--- src/hw/rtl/fixed_block_allocator_refcount_unit_macros.svh ---
// ----------------------------------------------------------------------------
// Assertion macros for the fixed block allocator
// Shared assertion forms used by the allocator RTL.
// ----------------------------------------------------------------------------
`ifndef FIXED_BLOCK_ALLOCATOR_REFCOUNT_UNIT_MACROS_SVH
`define FIXED_BLOCK_ALLOCATOR_REFCOUNT_UNIT_MACROS_SVH

// Checked on every rising edge outside reset.
`define FBARC_ASSERT(lbl, prop, msg) \
  lbl: assert property (@(posedge clk) disable iff (rst) prop) else $error(msg);

// Checked on every rising edge, reset included.
`define FBARC_ASSERT_ALWAYS(lbl, prop, msg) \
  lbl: assert property (@(posedge clk) prop) else $error(msg);

`endif

--- src/hw/rtl/fbarc_pkg.sv ---
// ----------------------------------------------------------------------------
// Fixed block allocator package
// Types, codes and constants shared by the allocator RTL.
// ----------------------------------------------------------------------------
`timescale 1ns / 1ps
`default_nettype none

package fbarc_pkg;

  localparam int MAX_BLOCKS_DEF = 256;
  localparam int ALIGN_LOG2_DEF = 2;

  localparam int REQ_W    = 2;
  localparam int IDX_OUT_W = 8;
  localparam int STATUS_W = 3;
  localparam int ADDR_W   = 32;
  localparam int FREE_W   = 9;
  localparam int BB_W     = 16;
  localparam int BC_W     = 9;
  localparam int REF_W    = 8;
  localparam int APB_AW   = 4;
  localparam int APB_DW   = 32;

  localparam logic [REF_W-1:0] REF_LIMIT = 8'd255;

  localparam logic [BB_W-1:0]   BLOCK_BYTES_RST = 16'd64;
  localparam logic [BC_W-1:0]   BLOCK_COUNT_RST = 9'd256;
  localparam logic [ADDR_W-1:0] DATA_BASE_RST   = 32'd0;

  typedef enum logic [REQ_W-1:0] {
    REQ_ALLOC = 2'd0,
    REQ_FREE  = 2'd1,
    REQ_USE   = 2'd2,
    REQ_UNUSE = 2'd3
  } req_t;

  typedef enum logic [STATUS_W-1:0] {
    ST_OK         = 3'd0,
    ST_NONE_FREE  = 3'd1,
    ST_INVALID    = 3'd2,
    ST_IN_USE     = 3'd3,
    ST_NOT_IN_USE = 3'd4,
    ST_TOO_MANY   = 3'd5
  } status_t;

  localparam logic [1:0] REG_BLOCK_BYTES = 2'd0;
  localparam logic [1:0] REG_BLOCK_COUNT = 2'd1;
  localparam logic [1:0] REG_DATA_BASE   = 2'd2;

  typedef struct packed {
    logic [BB_W-1:0]   block_bytes;
    logic [BC_W-1:0]   block_count;
    logic [ADDR_W-1:0] data_base;
    logic              reinit;
  } cfg_t;

endpackage

`default_nettype wire

--- src/hw/rtl/fbarc_ifs.sv ---
// ----------------------------------------------------------------------------
// Fixed block allocator channels
// Valid/ready interfaces for the request and response items.
// ----------------------------------------------------------------------------
`timescale 1ns / 1ps
`default_nettype none

interface fbarc_req_if;
  logic                              valid;
  logic                              ready;
  logic [fbarc_pkg::REQ_W-1:0]       req_type;
  logic [fbarc_pkg::IDX_OUT_W-1:0]   block_index;

  modport source (output valid, output req_type, output block_index, input ready);
  modport sink   (input valid, input req_type, input block_index, output ready);
endinterface

interface fbarc_rsp_if;
  logic                              valid;
  logic                              ready;
  logic [fbarc_pkg::STATUS_W-1:0]    status;
  logic [fbarc_pkg::IDX_OUT_W-1:0]   result_index;
  logic [fbarc_pkg::ADDR_W-1:0]      data_address;
  logic [fbarc_pkg::FREE_W-1:0]      free_blocks;

  modport source (output valid, output status, output result_index,
                  output data_address, output free_blocks, input ready);
  modport sink   (input valid, input status, input result_index,
                  input data_address, input free_blocks, output ready);
endinterface

`default_nettype wire

--- src/hw/rtl/fbarc_cfg.sv ---
// ----------------------------------------------------------------------------
// Fixed block allocator register file
// APB-style configuration registers with a reinitialise pulse.
// ----------------------------------------------------------------------------
`timescale 1ns / 1ps
`default_nettype none

module fbarc_cfg (
  input  logic                          clk,
  input  logic                          rst,
  input  logic                          psel,
  input  logic                          penable,
  input  logic                          pwrite,
  input  logic [fbarc_pkg::APB_AW-1:0]  paddr,
  input  logic [fbarc_pkg::APB_DW-1:0]  pwdata,
  output logic [fbarc_pkg::APB_DW-1:0]  prdata,
  output logic                          pready,
  output fbarc_pkg::cfg_t               cfg
);
  import fbarc_pkg::*;

  logic [BB_W-1:0]   block_bytes;
  logic [BC_W-1:0]   block_count;
  logic [ADDR_W-1:0] data_base;
  logic              reinit;
  logic              wr;
  logic [1:0]        reg_idx;

  assign pready  = 1'b1;
  assign wr      = psel && penable && pwrite;
  assign reg_idx = paddr[APB_AW-1:2];

  // The reinit pulse follows a block count write in the cycle after, once the
  // new count is in place; the allocator then resets its allocated flags and free count.
  always_ff @(posedge clk) begin
    if (rst) begin
      block_bytes <= BLOCK_BYTES_RST;
      block_count <= BLOCK_COUNT_RST;
      data_base   <= DATA_BASE_RST;
      reinit      <= 1'b0;
    end else begin
      reinit <= 1'b0;
      if (wr) begin
        case (reg_idx)
          REG_BLOCK_BYTES: block_bytes <= pwdata[BB_W-1:0];
          REG_BLOCK_COUNT: begin
            block_count <= pwdata[BC_W-1:0];
            reinit      <= 1'b1;
          end
          REG_DATA_BASE:   data_base <= pwdata[ADDR_W-1:0];
          default: ;
        endcase
      end
    end
  end

  always_comb begin
    case (reg_idx)
      REG_BLOCK_BYTES: prdata = APB_DW'(block_bytes);
      REG_BLOCK_COUNT: prdata = APB_DW'(block_count);
      REG_DATA_BASE:   prdata = APB_DW'(data_base);
      default:         prdata = '0;
    endcase
  end

  assign cfg.block_bytes = block_bytes;
  assign cfg.block_count = block_count;
  assign cfg.data_base   = data_base;
  assign cfg.reinit      = reinit;

endmodule

`default_nettype wire

--- src/hw/rtl/fixed_block_allocator_refcount_unit.sv ---
// ----------------------------------------------------------------------------
// Fixed block allocator with reference counts
// Allocates, frees and reference-counts fixed-size blocks; reports addresses.
// ----------------------------------------------------------------------------
//
//   Channel  Direction  Handshake                 Carries
//   req      in         valid/ready               req_type, block_index
//   rsp      out        valid/ready               status, result_index,
//                                                 data_address, free_blocks
//   apb      in         psel/penable, pready=1    block_bytes, block_count,
//                                                 data_base
//
// Free, unuse and a failed use pass through the check state; a successful use
// also passes the address state (one multiply, then the base add). A request
// whose index is at or beyond the block count, and an alloc with no free
// block, go straight to the response. Any other alloc scans from the hint,
// one block per cycle, at most the effective block count of blocks.
// Count reads go through a single registered memory port.
// Reset and block count writes clear per-block allocated flags at once; there
// is no clearing pass, and a block count write holds the input off while the
// reinit pulse is high. A stalled response holds the block in its last state
// until the item is taken; one new request may be accepted meanwhile.

`timescale 1ns / 1ps
`default_nettype none
`include "fixed_block_allocator_refcount_unit_macros.svh"

module fixed_block_allocator_refcount_unit #(
  parameter int MAX_BLOCKS = fbarc_pkg::MAX_BLOCKS_DEF,
  parameter int ALIGN_LOG2 = fbarc_pkg::ALIGN_LOG2_DEF
) (
  input  logic                          clk,
  input  logic                          rst,
  fbarc_req_if.sink                     req,
  fbarc_rsp_if.source                   rsp,
  input  logic                          psel,
  input  logic                          penable,
  input  logic                          pwrite,
  input  logic [fbarc_pkg::APB_AW-1:0]  paddr,
  input  logic [fbarc_pkg::APB_DW-1:0]  pwdata,
  output logic [fbarc_pkg::APB_DW-1:0]  prdata,
  output logic                          pready
);
  import fbarc_pkg::*;

  localparam int CAP    = (MAX_BLOCKS < 256) ? MAX_BLOCKS : 256;
  localparam int IDX_W  = (CAP > 1) ? $clog2(CAP) : 1;
  localparam int CNT_W  = $clog2(CAP + 1);
  localparam int ASZ_W  = BB_W + 1;
  localparam int PROD_W = IDX_W + ASZ_W;
  localparam logic [ASZ_W-1:0] ALIGN_MASK = ASZ_W'((1 << ALIGN_LOG2) - 1);

  typedef enum logic [2:0] {
    S_IDLE,
    S_SCAN,
    S_CHK,
    S_ADDR,
    S_DONE
  } state_t;

  cfg_t cfg;

  fbarc_cfg u_cfg (
    .clk     (clk),
    .rst     (rst),
    .psel    (psel),
    .penable (penable),
    .pwrite  (pwrite),
    .paddr   (paddr),
    .pwdata  (pwdata),
    .prdata  (prdata),
    .pready  (pready),
    .cfg     (cfg)
  );

  state_t             state;
  logic [CAP-1:0]     occ;
  logic [REF_W-1:0]   mem [CAP];
  logic [REF_W-1:0]   rd_data;
  logic [IDX_W-1:0]   hint;
  logic [CNT_W-1:0]   free_total;
  logic [IDX_W-1:0]   scan_ptr;
  logic [CNT_W-1:0]   scan_k;
  req_t               req_kind;
  logic [IDX_OUT_W-1:0] req_idx;
  logic [PROD_W-1:0]  prod;

  status_t            res_status;
  logic [IDX_OUT_W-1:0] res_idx;
  logic [ADDR_W-1:0]  res_addr;

  logic               rsp_valid;
  status_t            out_status;
  logic [IDX_OUT_W-1:0] out_idx;
  logic [ADDR_W-1:0]  out_addr;
  logic [CNT_W-1:0]   out_free;

  logic [CNT_W-1:0]   eff_n;
  logic [ASZ_W-1:0]   asize;
  logic [CNT_W-1:0]   scan_ptr_p1;
  logic [IDX_W-1:0]   scan_next;
  logic [IDX_W-1:0]   scan_start;
  logic [IDX_W-1:0]   cur_idx;
  logic [REF_W-1:0]   cnt;
  status_t            chk_status;
  logic [REF_W-1:0]   chk_cnt;
  logic               accept;
  logic               mem_we;
  logic [IDX_W-1:0]   mem_wa;
  logic [REF_W-1:0]   mem_wd;
  logic               scan_hit;
  logic               addr_shown;

  always_comb begin
    if (cfg.block_count == '0) begin
      eff_n = CNT_W'(1);
    end else if (cfg.block_count > BC_W'(CAP)) begin
      eff_n = CNT_W'(CAP);
    end else begin
      eff_n = CNT_W'(cfg.block_count);
    end
  end

  assign asize       = (ASZ_W'(cfg.block_bytes) + ALIGN_MASK) & ~ALIGN_MASK;
  assign scan_ptr_p1 = CNT_W'(scan_ptr) + CNT_W'(1);
  assign scan_next   = (scan_ptr_p1 >= eff_n) ? '0 : scan_ptr_p1[IDX_W-1:0];
  assign scan_start  = (CNT_W'(hint) < eff_n) ? hint : '0;
  assign cur_idx     = req_idx[IDX_W-1:0];
  assign cnt         = occ[cur_idx] ? rd_data : '0;

  assign req.ready = (state == S_IDLE) && !cfg.reinit;
  assign accept    = req.valid && req.ready;

  always_comb begin
    chk_status = ST_OK;
    chk_cnt    = cnt;
    if (cnt == '0) begin
      chk_status = ST_INVALID;
    end else begin
      case (req_kind)
        REQ_FREE: begin
          if (cnt != REF_W'(1)) chk_status = ST_IN_USE;
        end
        REQ_USE: begin
          if (cnt == REF_LIMIT) chk_status = ST_TOO_MANY;
          chk_cnt = cnt + REF_W'(1);
        end
        REQ_UNUSE: begin
          if (cnt == REF_W'(1)) chk_status = ST_NOT_IN_USE;
          chk_cnt = cnt - REF_W'(1);
        end
        default: ;
      endcase
    end
  end

  always_comb begin
    mem_we = 1'b0;
    mem_wa = scan_ptr;
    mem_wd = REF_W'(1);
    case (state)
      S_SCAN: mem_we = !occ[scan_ptr];
      S_CHK: begin
        mem_wa = cur_idx;
        mem_wd = chk_cnt;
        mem_we = (chk_status == ST_OK) && (req_kind == REQ_USE || req_kind == REQ_UNUSE);
      end
      default: ;
    endcase
  end

  // Counts are only meaningful where the allocated flag is set.
  always_ff @(posedge clk) begin
    if (mem_we) mem[mem_wa] <= mem_wd;
    if (accept) rd_data <= mem[req.block_index[IDX_W-1:0]];
  end

  always_ff @(posedge clk) begin
    if (rst) begin
      state      <= S_IDLE;
      rsp_valid  <= 1'b0;
      occ        <= '0;
      hint       <= '0;
      free_total <= CNT_W'(CAP);
    end else begin
      if (rsp_valid && rsp.ready && (state != S_DONE)) rsp_valid <= 1'b0;
      case (state)
        S_IDLE: begin
          if (accept) begin
            req_kind <= req_t'(req.req_type);
            req_idx  <= req.block_index;
            res_idx  <= req.block_index;
            res_addr <= '0;
            if (req_t'(req.req_type) == REQ_ALLOC) begin
              res_idx <= '0;
              if (free_total == '0) begin
                res_status <= ST_NONE_FREE;
                state      <= S_DONE;
              end else begin
                scan_ptr <= scan_start;
                scan_k   <= '0;
                state    <= S_SCAN;
              end
            end else if ({1'b0, req.block_index} >= BC_W'(eff_n)) begin
              res_status <= ST_INVALID;
              state      <= S_DONE;
            end else begin
              state <= S_CHK;
            end
          end
        end
        S_SCAN: begin
          if (!occ[scan_ptr]) begin
            occ[scan_ptr] <= 1'b1;
            free_total    <= free_total - CNT_W'(1);
            hint          <= scan_next;
            res_idx       <= IDX_OUT_W'(scan_ptr);
            res_status    <= ST_OK;
            state         <= S_DONE;
          end else if (scan_k + CNT_W'(1) >= eff_n) begin
            res_status <= ST_NONE_FREE;
            state      <= S_DONE;
          end else begin
            scan_ptr <= scan_next;
            scan_k   <= scan_k + CNT_W'(1);
          end
        end
        S_CHK: begin
          res_status <= chk_status;
          state      <= S_DONE;
          if (chk_status == ST_OK) begin
            case (req_kind)
              REQ_FREE: begin
                occ[cur_idx] <= 1'b0;
                hint         <= cur_idx;
                free_total   <= free_total + CNT_W'(1);
              end
              REQ_USE: begin
                prod  <= PROD_W'(cur_idx) * PROD_W'(asize);
                state <= S_ADDR;
              end
              default: ;
            endcase
          end
        end
        S_ADDR: begin
          res_addr <= cfg.data_base + ADDR_W'(prod);
          state    <= S_DONE;
        end
        S_DONE: begin
          if (!rsp_valid || rsp.ready) begin
            rsp_valid  <= 1'b1;
            out_status <= res_status;
            out_idx    <= res_idx;
            out_addr   <= res_addr;
            out_free   <= free_total;
            state      <= S_IDLE;
          end
        end
        default: state <= S_IDLE;
      endcase
      if (cfg.reinit) begin
        occ        <= '0;
        hint       <= '0;
        free_total <= eff_n;
      end
    end
  end

  assign rsp.valid        = rsp_valid;
  assign rsp.status       = out_status;
  assign rsp.result_index = out_idx;
  assign rsp.data_address = out_addr;
  assign rsp.free_blocks  = FREE_W'(out_free);

  assign scan_hit   = (state == S_SCAN) && !occ[scan_ptr] && !cfg.reinit;
  assign addr_shown = rsp_valid && (out_addr != '0);

  `FBARC_ASSERT(a_free_le_n, (free_total <= eff_n) || cfg.reinit, "free count too high")
  `FBARC_ASSERT(a_hint_in_range, (CNT_W'(hint) < eff_n) || cfg.reinit, "hint out of range")
  `FBARC_ASSERT(a_alloc_marks, scan_hit |=> occ[$past(scan_ptr)], "allocated block not marked")
  `FBARC_ASSERT(a_addr_only_ok, addr_shown |-> (out_status == ST_OK), "address on failed item")
  `FBARC_ASSERT_ALWAYS(a_rst_idle, rst |=> (state == S_IDLE && !rsp_valid), "busy after reset")

endmodule

`default_nettype wire
--- src/flat_wrapper.sv ---
// flat-port wrapper written by rule: the top's interface ports become plain ports
module fixed_block_allocator_refcount_unit_flat import fbarc_pkg::*;
#(
  parameter int MAX_BLOCKS = fbarc_pkg::MAX_BLOCKS_DEF,
  parameter int ALIGN_LOG2 = fbarc_pkg::ALIGN_LOG2_DEF
)
  (clk, rst, psel, penable, pwrite, paddr, pwdata, prdata, pready, req_valid, req_req_type, req_block_index, req_ready, rsp_valid, rsp_status, rsp_result_index, rsp_data_address, rsp_free_blocks, rsp_ready);
  fbarc_req_if req_i ();
  fbarc_rsp_if rsp_i ();
  input  logic clk;
  input  logic rst;
  input  logic psel;
  input  logic penable;
  input  logic pwrite;
  input  logic [fbarc_pkg::APB_AW-1:0] paddr;
  input  logic [fbarc_pkg::APB_DW-1:0] pwdata;
  output logic [fbarc_pkg::APB_DW-1:0] prdata;
  output logic pready;
  input wire logic [$bits(req_i.valid)-1:0] req_valid;
  input wire logic [$bits(req_i.req_type)-1:0] req_req_type;
  input wire logic [$bits(req_i.block_index)-1:0] req_block_index;
  output wire logic [$bits(req_i.ready)-1:0] req_ready;
  output wire logic [$bits(rsp_i.valid)-1:0] rsp_valid;
  output wire logic [$bits(rsp_i.status)-1:0] rsp_status;
  output wire logic [$bits(rsp_i.result_index)-1:0] rsp_result_index;
  output wire logic [$bits(rsp_i.data_address)-1:0] rsp_data_address;
  output wire logic [$bits(rsp_i.free_blocks)-1:0] rsp_free_blocks;
  input wire logic [$bits(rsp_i.ready)-1:0] rsp_ready;
  assign req_i.valid = req_valid;
  assign req_i.req_type = req_req_type;
  assign req_i.block_index = req_block_index;
  assign req_ready = req_i.ready;
  assign rsp_valid = rsp_i.valid;
  assign rsp_status = rsp_i.status;
  assign rsp_result_index = rsp_i.result_index;
  assign rsp_data_address = rsp_i.data_address;
  assign rsp_free_blocks = rsp_i.free_blocks;
  assign rsp_i.ready = rsp_ready;
  fixed_block_allocator_refcount_unit #(.MAX_BLOCKS(MAX_BLOCKS), .ALIGN_LOG2(ALIGN_LOG2)) u_core (.clk(clk), .rst(rst), .req(req_i), .rsp(rsp_i), .psel(psel), .penable(penable), .pwrite(pwrite), .paddr(paddr), .pwdata(pwdata), .prdata(prdata), .pready(pready));
endmodule
--- config.mk ---
export PLATFORM = sky130hd
export DESIGN_NAME = fixed_block_allocator_refcount_unit_flat
export DESIGN_NICKNAME = d
export VERILOG_FILES = /design/src/hw/rtl/fbarc_pkg.sv /design/src/hw/rtl/fbarc_ifs.sv /design/src/hw/rtl/fbarc_cfg.sv /design/src/hw/rtl/fixed_block_allocator_refcount_unit.sv /design/src/flat_wrapper.sv
export VERILOG_INCLUDE_DIRS = /design/src /design/src/hw/rtl
export SDC_FILE = /design/constraint.sdc
export NUM_CORES = 2
export LEC_CHECK = 0
export ABC_AREA = 1
export BUFFER_PORTS_ARGS = -buffer_cell sky130_fd_sc_hd__buf_2
export CAP_MARGIN = 30
export CORE_UTILIZATION = 30
export CTS_CLUSTER_SIZE = 20
export DETAILED_ROUTE_END_ITERATION = 8
export SLEW_MARGIN = 20
export SYNTH_ARGS = -nofsm -noshare
export SYNTH_HDL_FRONTEND = slang
export SYNTH_SLANG_ARGS = --single-unit
export TNS_END_PERCENT = 1
--- constraint.sdc ---
create_clock -name clk -period 19.54 [get_ports clk]
set_input_delay 2.931 -clock clk [delete_from_list [all_inputs] [get_ports clk]]
set_output_delay 2.931 -clock clk [all_outputs]
set_load 0.1 [all_outputs]
==> results.env <==
POWERDENSITY_nW_PER_UM2=99.8
WORST_EP_ARRIVAL_TIME_PS=5060
DRT-VIAS-PER-INSTANCE=5.37
MAX_SLEW.WORST_PIN.SLEW_PS=1080
P_LEAK_nW=43.4
SLEW_HEADROOM=0.280
TIMING.FINAL.MAX_SLEW_VIOLATIONS=0
CRITICAL_PATH_CLASS='input port to output pin'
DRC=0
GP_CONGESTION=0.884
SYNTHDOMINANTCELLAREASHARE=0.572
CTSRESIZECOUNT=0
SYNTH_FF_TYPE='sky130_fd_sc_hd__edfxtp_1'
MAXIMUM_NUMBER_OF_PINS_ON_ONE_NET_BEFORE_GLOBAL_ROUTE_REPAIR=255
FINAL_ANTENNA_NET_COUNT=0
CLOCK_TREE.HTREE_LEVEL_COUNT=5
POST_SYNTH_AND_OR_NAND_NOR_AREA_FRACTION=0.131
GLOBAL_ROUTE.USAGE.TOTAL=0.180
DRT-TOTAL-WL_MM=366
CLOCK_SINK_COUNT=2536
CTS_MADE_BUFFERS=275
RSZ0062_AT_GRT='no'
WORST_SETUP_START_KIND='input port'
END_KIND='output pin'
DIE_WIDTH_UM=623
CLOCK.FMAX_MHz=125
SYNTH_AREA_LEADER_CELL='sky130_fd_sc_hd__edfxtp_1'
DRTPASS1ITERATIONS=6
SHARE_OF_CELL_AREA_TAKEN_BY_MUXES_AFTER_SYNTHESIS=0
NETLIST-CELL-TYPE-COUNT=54
STATUS='finished clean'
FINAL_CELL_AREA_UM2=130000
CHIPHEIGHT_UM=623
POST_SYNTHESIS_CELLS=11591
DRT-WIRELENGTH-PER-CELL_UM=22.0
POST_DETAIL_PLACE_HPWL_MM=207
CP_DATA_REQUIRED_TIME_PS=16610
CAP_VIOLATIONS=0
SYNTH.NET_COUNT=11839
CTS.REPAIR_TIMING.SETUP_BUFFER_COUNT=0
SYNTH_COMPOUND_AREA_FRAC=0.170
YS_ASYNC_SR_FRACTION=0
DP_SLACK_PS=11330
NNETSFINAL=11583
CTS.CLK_SLEW.WORST_PATHS_PS=50
TIMING.CLOCK.SKEW_PS=99.3
AVGSYNTHCELLAREA_UM2=9.98
FIN_HOLD_WS_PS=417
DRIVE_GT1_FRAC=0.0638
CLOCK_LATENCY_PS=870
CTS.ROOT.BUFFER_CELL='sky130_fd_sc_hd__clkbuf_16'
PLACE.DETAILED.INSTANCES=16083
NETLIST_TOP_CELLS_AREA='sky130_fd_sc_hd__edfxtp_1, sky130_fd_sc_hd__o21ai_0, sky130_fd_sc_hd__nor2_1, sky130_fd_sc_hd__dfxtp_1, sky130_fd_sc_hd__nand2_1'
SYNTH_XOR_AREA_FRAC=0.00303
FINALCRITPERIODSHARE=0.409
PLACED_AREA_UM2=121000
HOLDCRITPATHCLASS='register to register'
FP.DIEAREA_UM2=388000
POWER.IR.VDD_WORST_uV=69.6
SEQ_AREA_FRAC_SYNTH=0.630
COUNT_OF_FILL_CELLS_ADDED_DURING_FILLER_INSERTION=38334
GRT_REMAINING_OVERFLOW=0
SYNTH_TOP_FAMILY_BY_AREA='compound AO/OA/AOI/OAI gates'
SYNTH.FF_LATCH_COUNT=2536
NETLIST_TOP_CELLS_COUNT='sky130_fd_sc_hd__o21ai_0, sky130_fd_sc_hd__nor2_1, sky130_fd_sc_hd__edfxtp_1, sky130_fd_sc_hd__nand2_1, sky130_fd_sc_hd__clkbuf_1'
GRT_FIRST_PASS_WIRELENGTH_MM=538
PERIOD_MINUS_SLACK_PS=7990
YS.WARNINGS.COUNT=0
TRITONCTS_CLOCK_TREE='built'
SYNTH-EDFF-COUNT=2201
CORE-AREA_UM2=383000
PORTBUFFERS=136
FINALHOLDVIOLATIONS=0
FIN_UTIL=0.339
GRT_PASS1_VIAS=81286
CRITICAL_PATH_PEAK_FANOUT=18
NUMBER_OF_ANTENNA_VIOLATIONS_AT_THE_FIRST_CHECK_IN_GLOBAL_ROUTING=14
TIMING.FINAL.SETUP_VIOLATIONS=0
AREAGROWTHSYNTHTOFINISH_PCT=12.1
TOTAL_DESIGN_POWER_mW=12.9
YOSYS.CELL_COUNT.TOP_TYPE='sky130_fd_sc_hd__o21ai_0'
SYNTH.CELL_AREA_UM2=116000
DESIGN.PORTCOUNT=140
TIMING.SETUP.TNS_PS=0
START_UTIL=0.302
INITIALDRTVIOLATIONCOUNT=11039
SETUP_SLACK_PS=11550
CLOCKBUFFERDEPTH=4
SYNTH-ADDER-AREA-SHARE=0.0263
DR_TOTAL_VIAS=88996
FINISH.CELL_COUNT_WITHOUT_FILLERS=16586
CTS.HOLD.BUFFERS_ADDED=0
FLOORPLAN_ROW_COUNT=227
==> path summary, 6_finish.rpt <==
path | depth (start not counted) | slack [ps] | start | to
max reg2reg | 27 | 11630 | u_core.cur_idx[0] | u_core.mem[17][4]
max | 7 | 11550 | paddr[3] | prdata[1]
min | 0 | 420 | u_core.res_addr[12] | u_core.rsp.data_address[12]
min reg2reg | 0 | 420 | u_core.res_addr[12] | u_core.rsp.data_address[12]
==> registers in the layout, summed over array words and instances, names as in the netlist, 16 cells and up <==
name,cells
u_core.mem,2048
u_core.occ,256
u_core.res_addr,32
u_core.rsp.data_address,32
u_core.u_cfg.data_base,32
u_core.prod,23
u_core.u_cfg.block_bytes,16
==> worst max-delay path, cell delays in order <==
cell,delay (ps)
sky130_fd_sc_hd__buf_2,90
sky130_fd_sc_hd__inv_1,40
sky130_fd_sc_hd__nor2_1,80
sky130_fd_sc_hd__buf_4,240
sky130_fd_sc_hd__clkinv_1,710
sky130_fd_sc_hd__o221ai_1,470
sky130_fd_sc_hd__buf_2,500
==> cell usage in the layout, fill, tap and decap left out, types with 11 or more instances in the layout <==
cell type,synthesis,routed
sky130_fd_sc_hd__a21oi_1,451,451
sky130_fd_sc_hd__buf_12,0,20
sky130_fd_sc_hd__buf_2,86,131
sky130_fd_sc_hd__buf_4,9,126
sky130_fd_sc_hd__buf_8,0,15
sky130_fd_sc_hd__bufinv_16,0,11
sky130_fd_sc_hd__clkbuf_1,703,57
sky130_fd_sc_hd__clkbuf_16,0,281
sky130_fd_sc_hd__clkinv_1,7,56
sky130_fd_sc_hd__clkinv_2,0,44
sky130_fd_sc_hd__dfxtp_1,335,335
sky130_fd_sc_hd__edfxtp_1,2201,2201
sky130_fd_sc_hd__fa_1,80,80
sky130_fd_sc_hd__ha_1,115,115
sky130_fd_sc_hd__inv_1,327,321
sky130_fd_sc_hd__nand2_1,1492,1484
sky130_fd_sc_hd__nand2_4,10,12
sky130_fd_sc_hd__nand3_1,76,74
sky130_fd_sc_hd__nor2_1,2347,2337
sky130_fd_sc_hd__o21ai_0,2429,2429
sky130_fd_sc_hd__o21ai_1,26,26
sky130_fd_sc_hd__o22ai_1,666,666
sky130_fd_sc_hd__o32ai_1,44,43
sky130_fd_sc_hd__xnor2_1,13,13
sky130_fd_sc_hd__xor2_1,27,27
==> per-layer routing <==
layer	vias to the layer above	wire length, µm	global-route usage
met5	-	45	0
met3	729	35300	0.0325
met1	43496	155000	0.255
met4	6	14200	0.0667
li1	40476	-	-
met2	4289	162000	0.275
==> area by class of cell <==
cell class / instances / area [µm²] / share of cell area
timing repair buffer: 301 / 2460 / 0.0190
clock inverter: 134 / 1040 / 0.00802
antenna: 10 / 25.0 / 0.000193
clock buffer: 346 / 7360 / 0.0567
multi-input combinational: 7883 / 38400 / 0.296
sequential: 2536 / 72800 / 0.561
inverter: 338 / 1320 / 0.0101
tap: 5038 / 6300 / 0.0486
==> cells by family after synthesis <==
| family | after synthesis |
|---|---|
| other | 1 |
| adder cells (fa/ha/maj) | 195 |
| AND/OR/NAND/NOR | 3967 |
| flip-flops | 2536 |
| XOR/XNOR | 40 |
| buffers and inverters | 1172 |
| AO/OA/AOI/OAI | 3680 |
==> report_power, final <==
part           leakage, nW  total, mW  switching (mW)  internal, mW
Clock                 4.10       4.99            2.17          2.82
Combinational         15.4       1.91            1.51         0.397
Sequential            23.9       6.04          0.0603          5.98
Power figures use the tool's default switching activity.
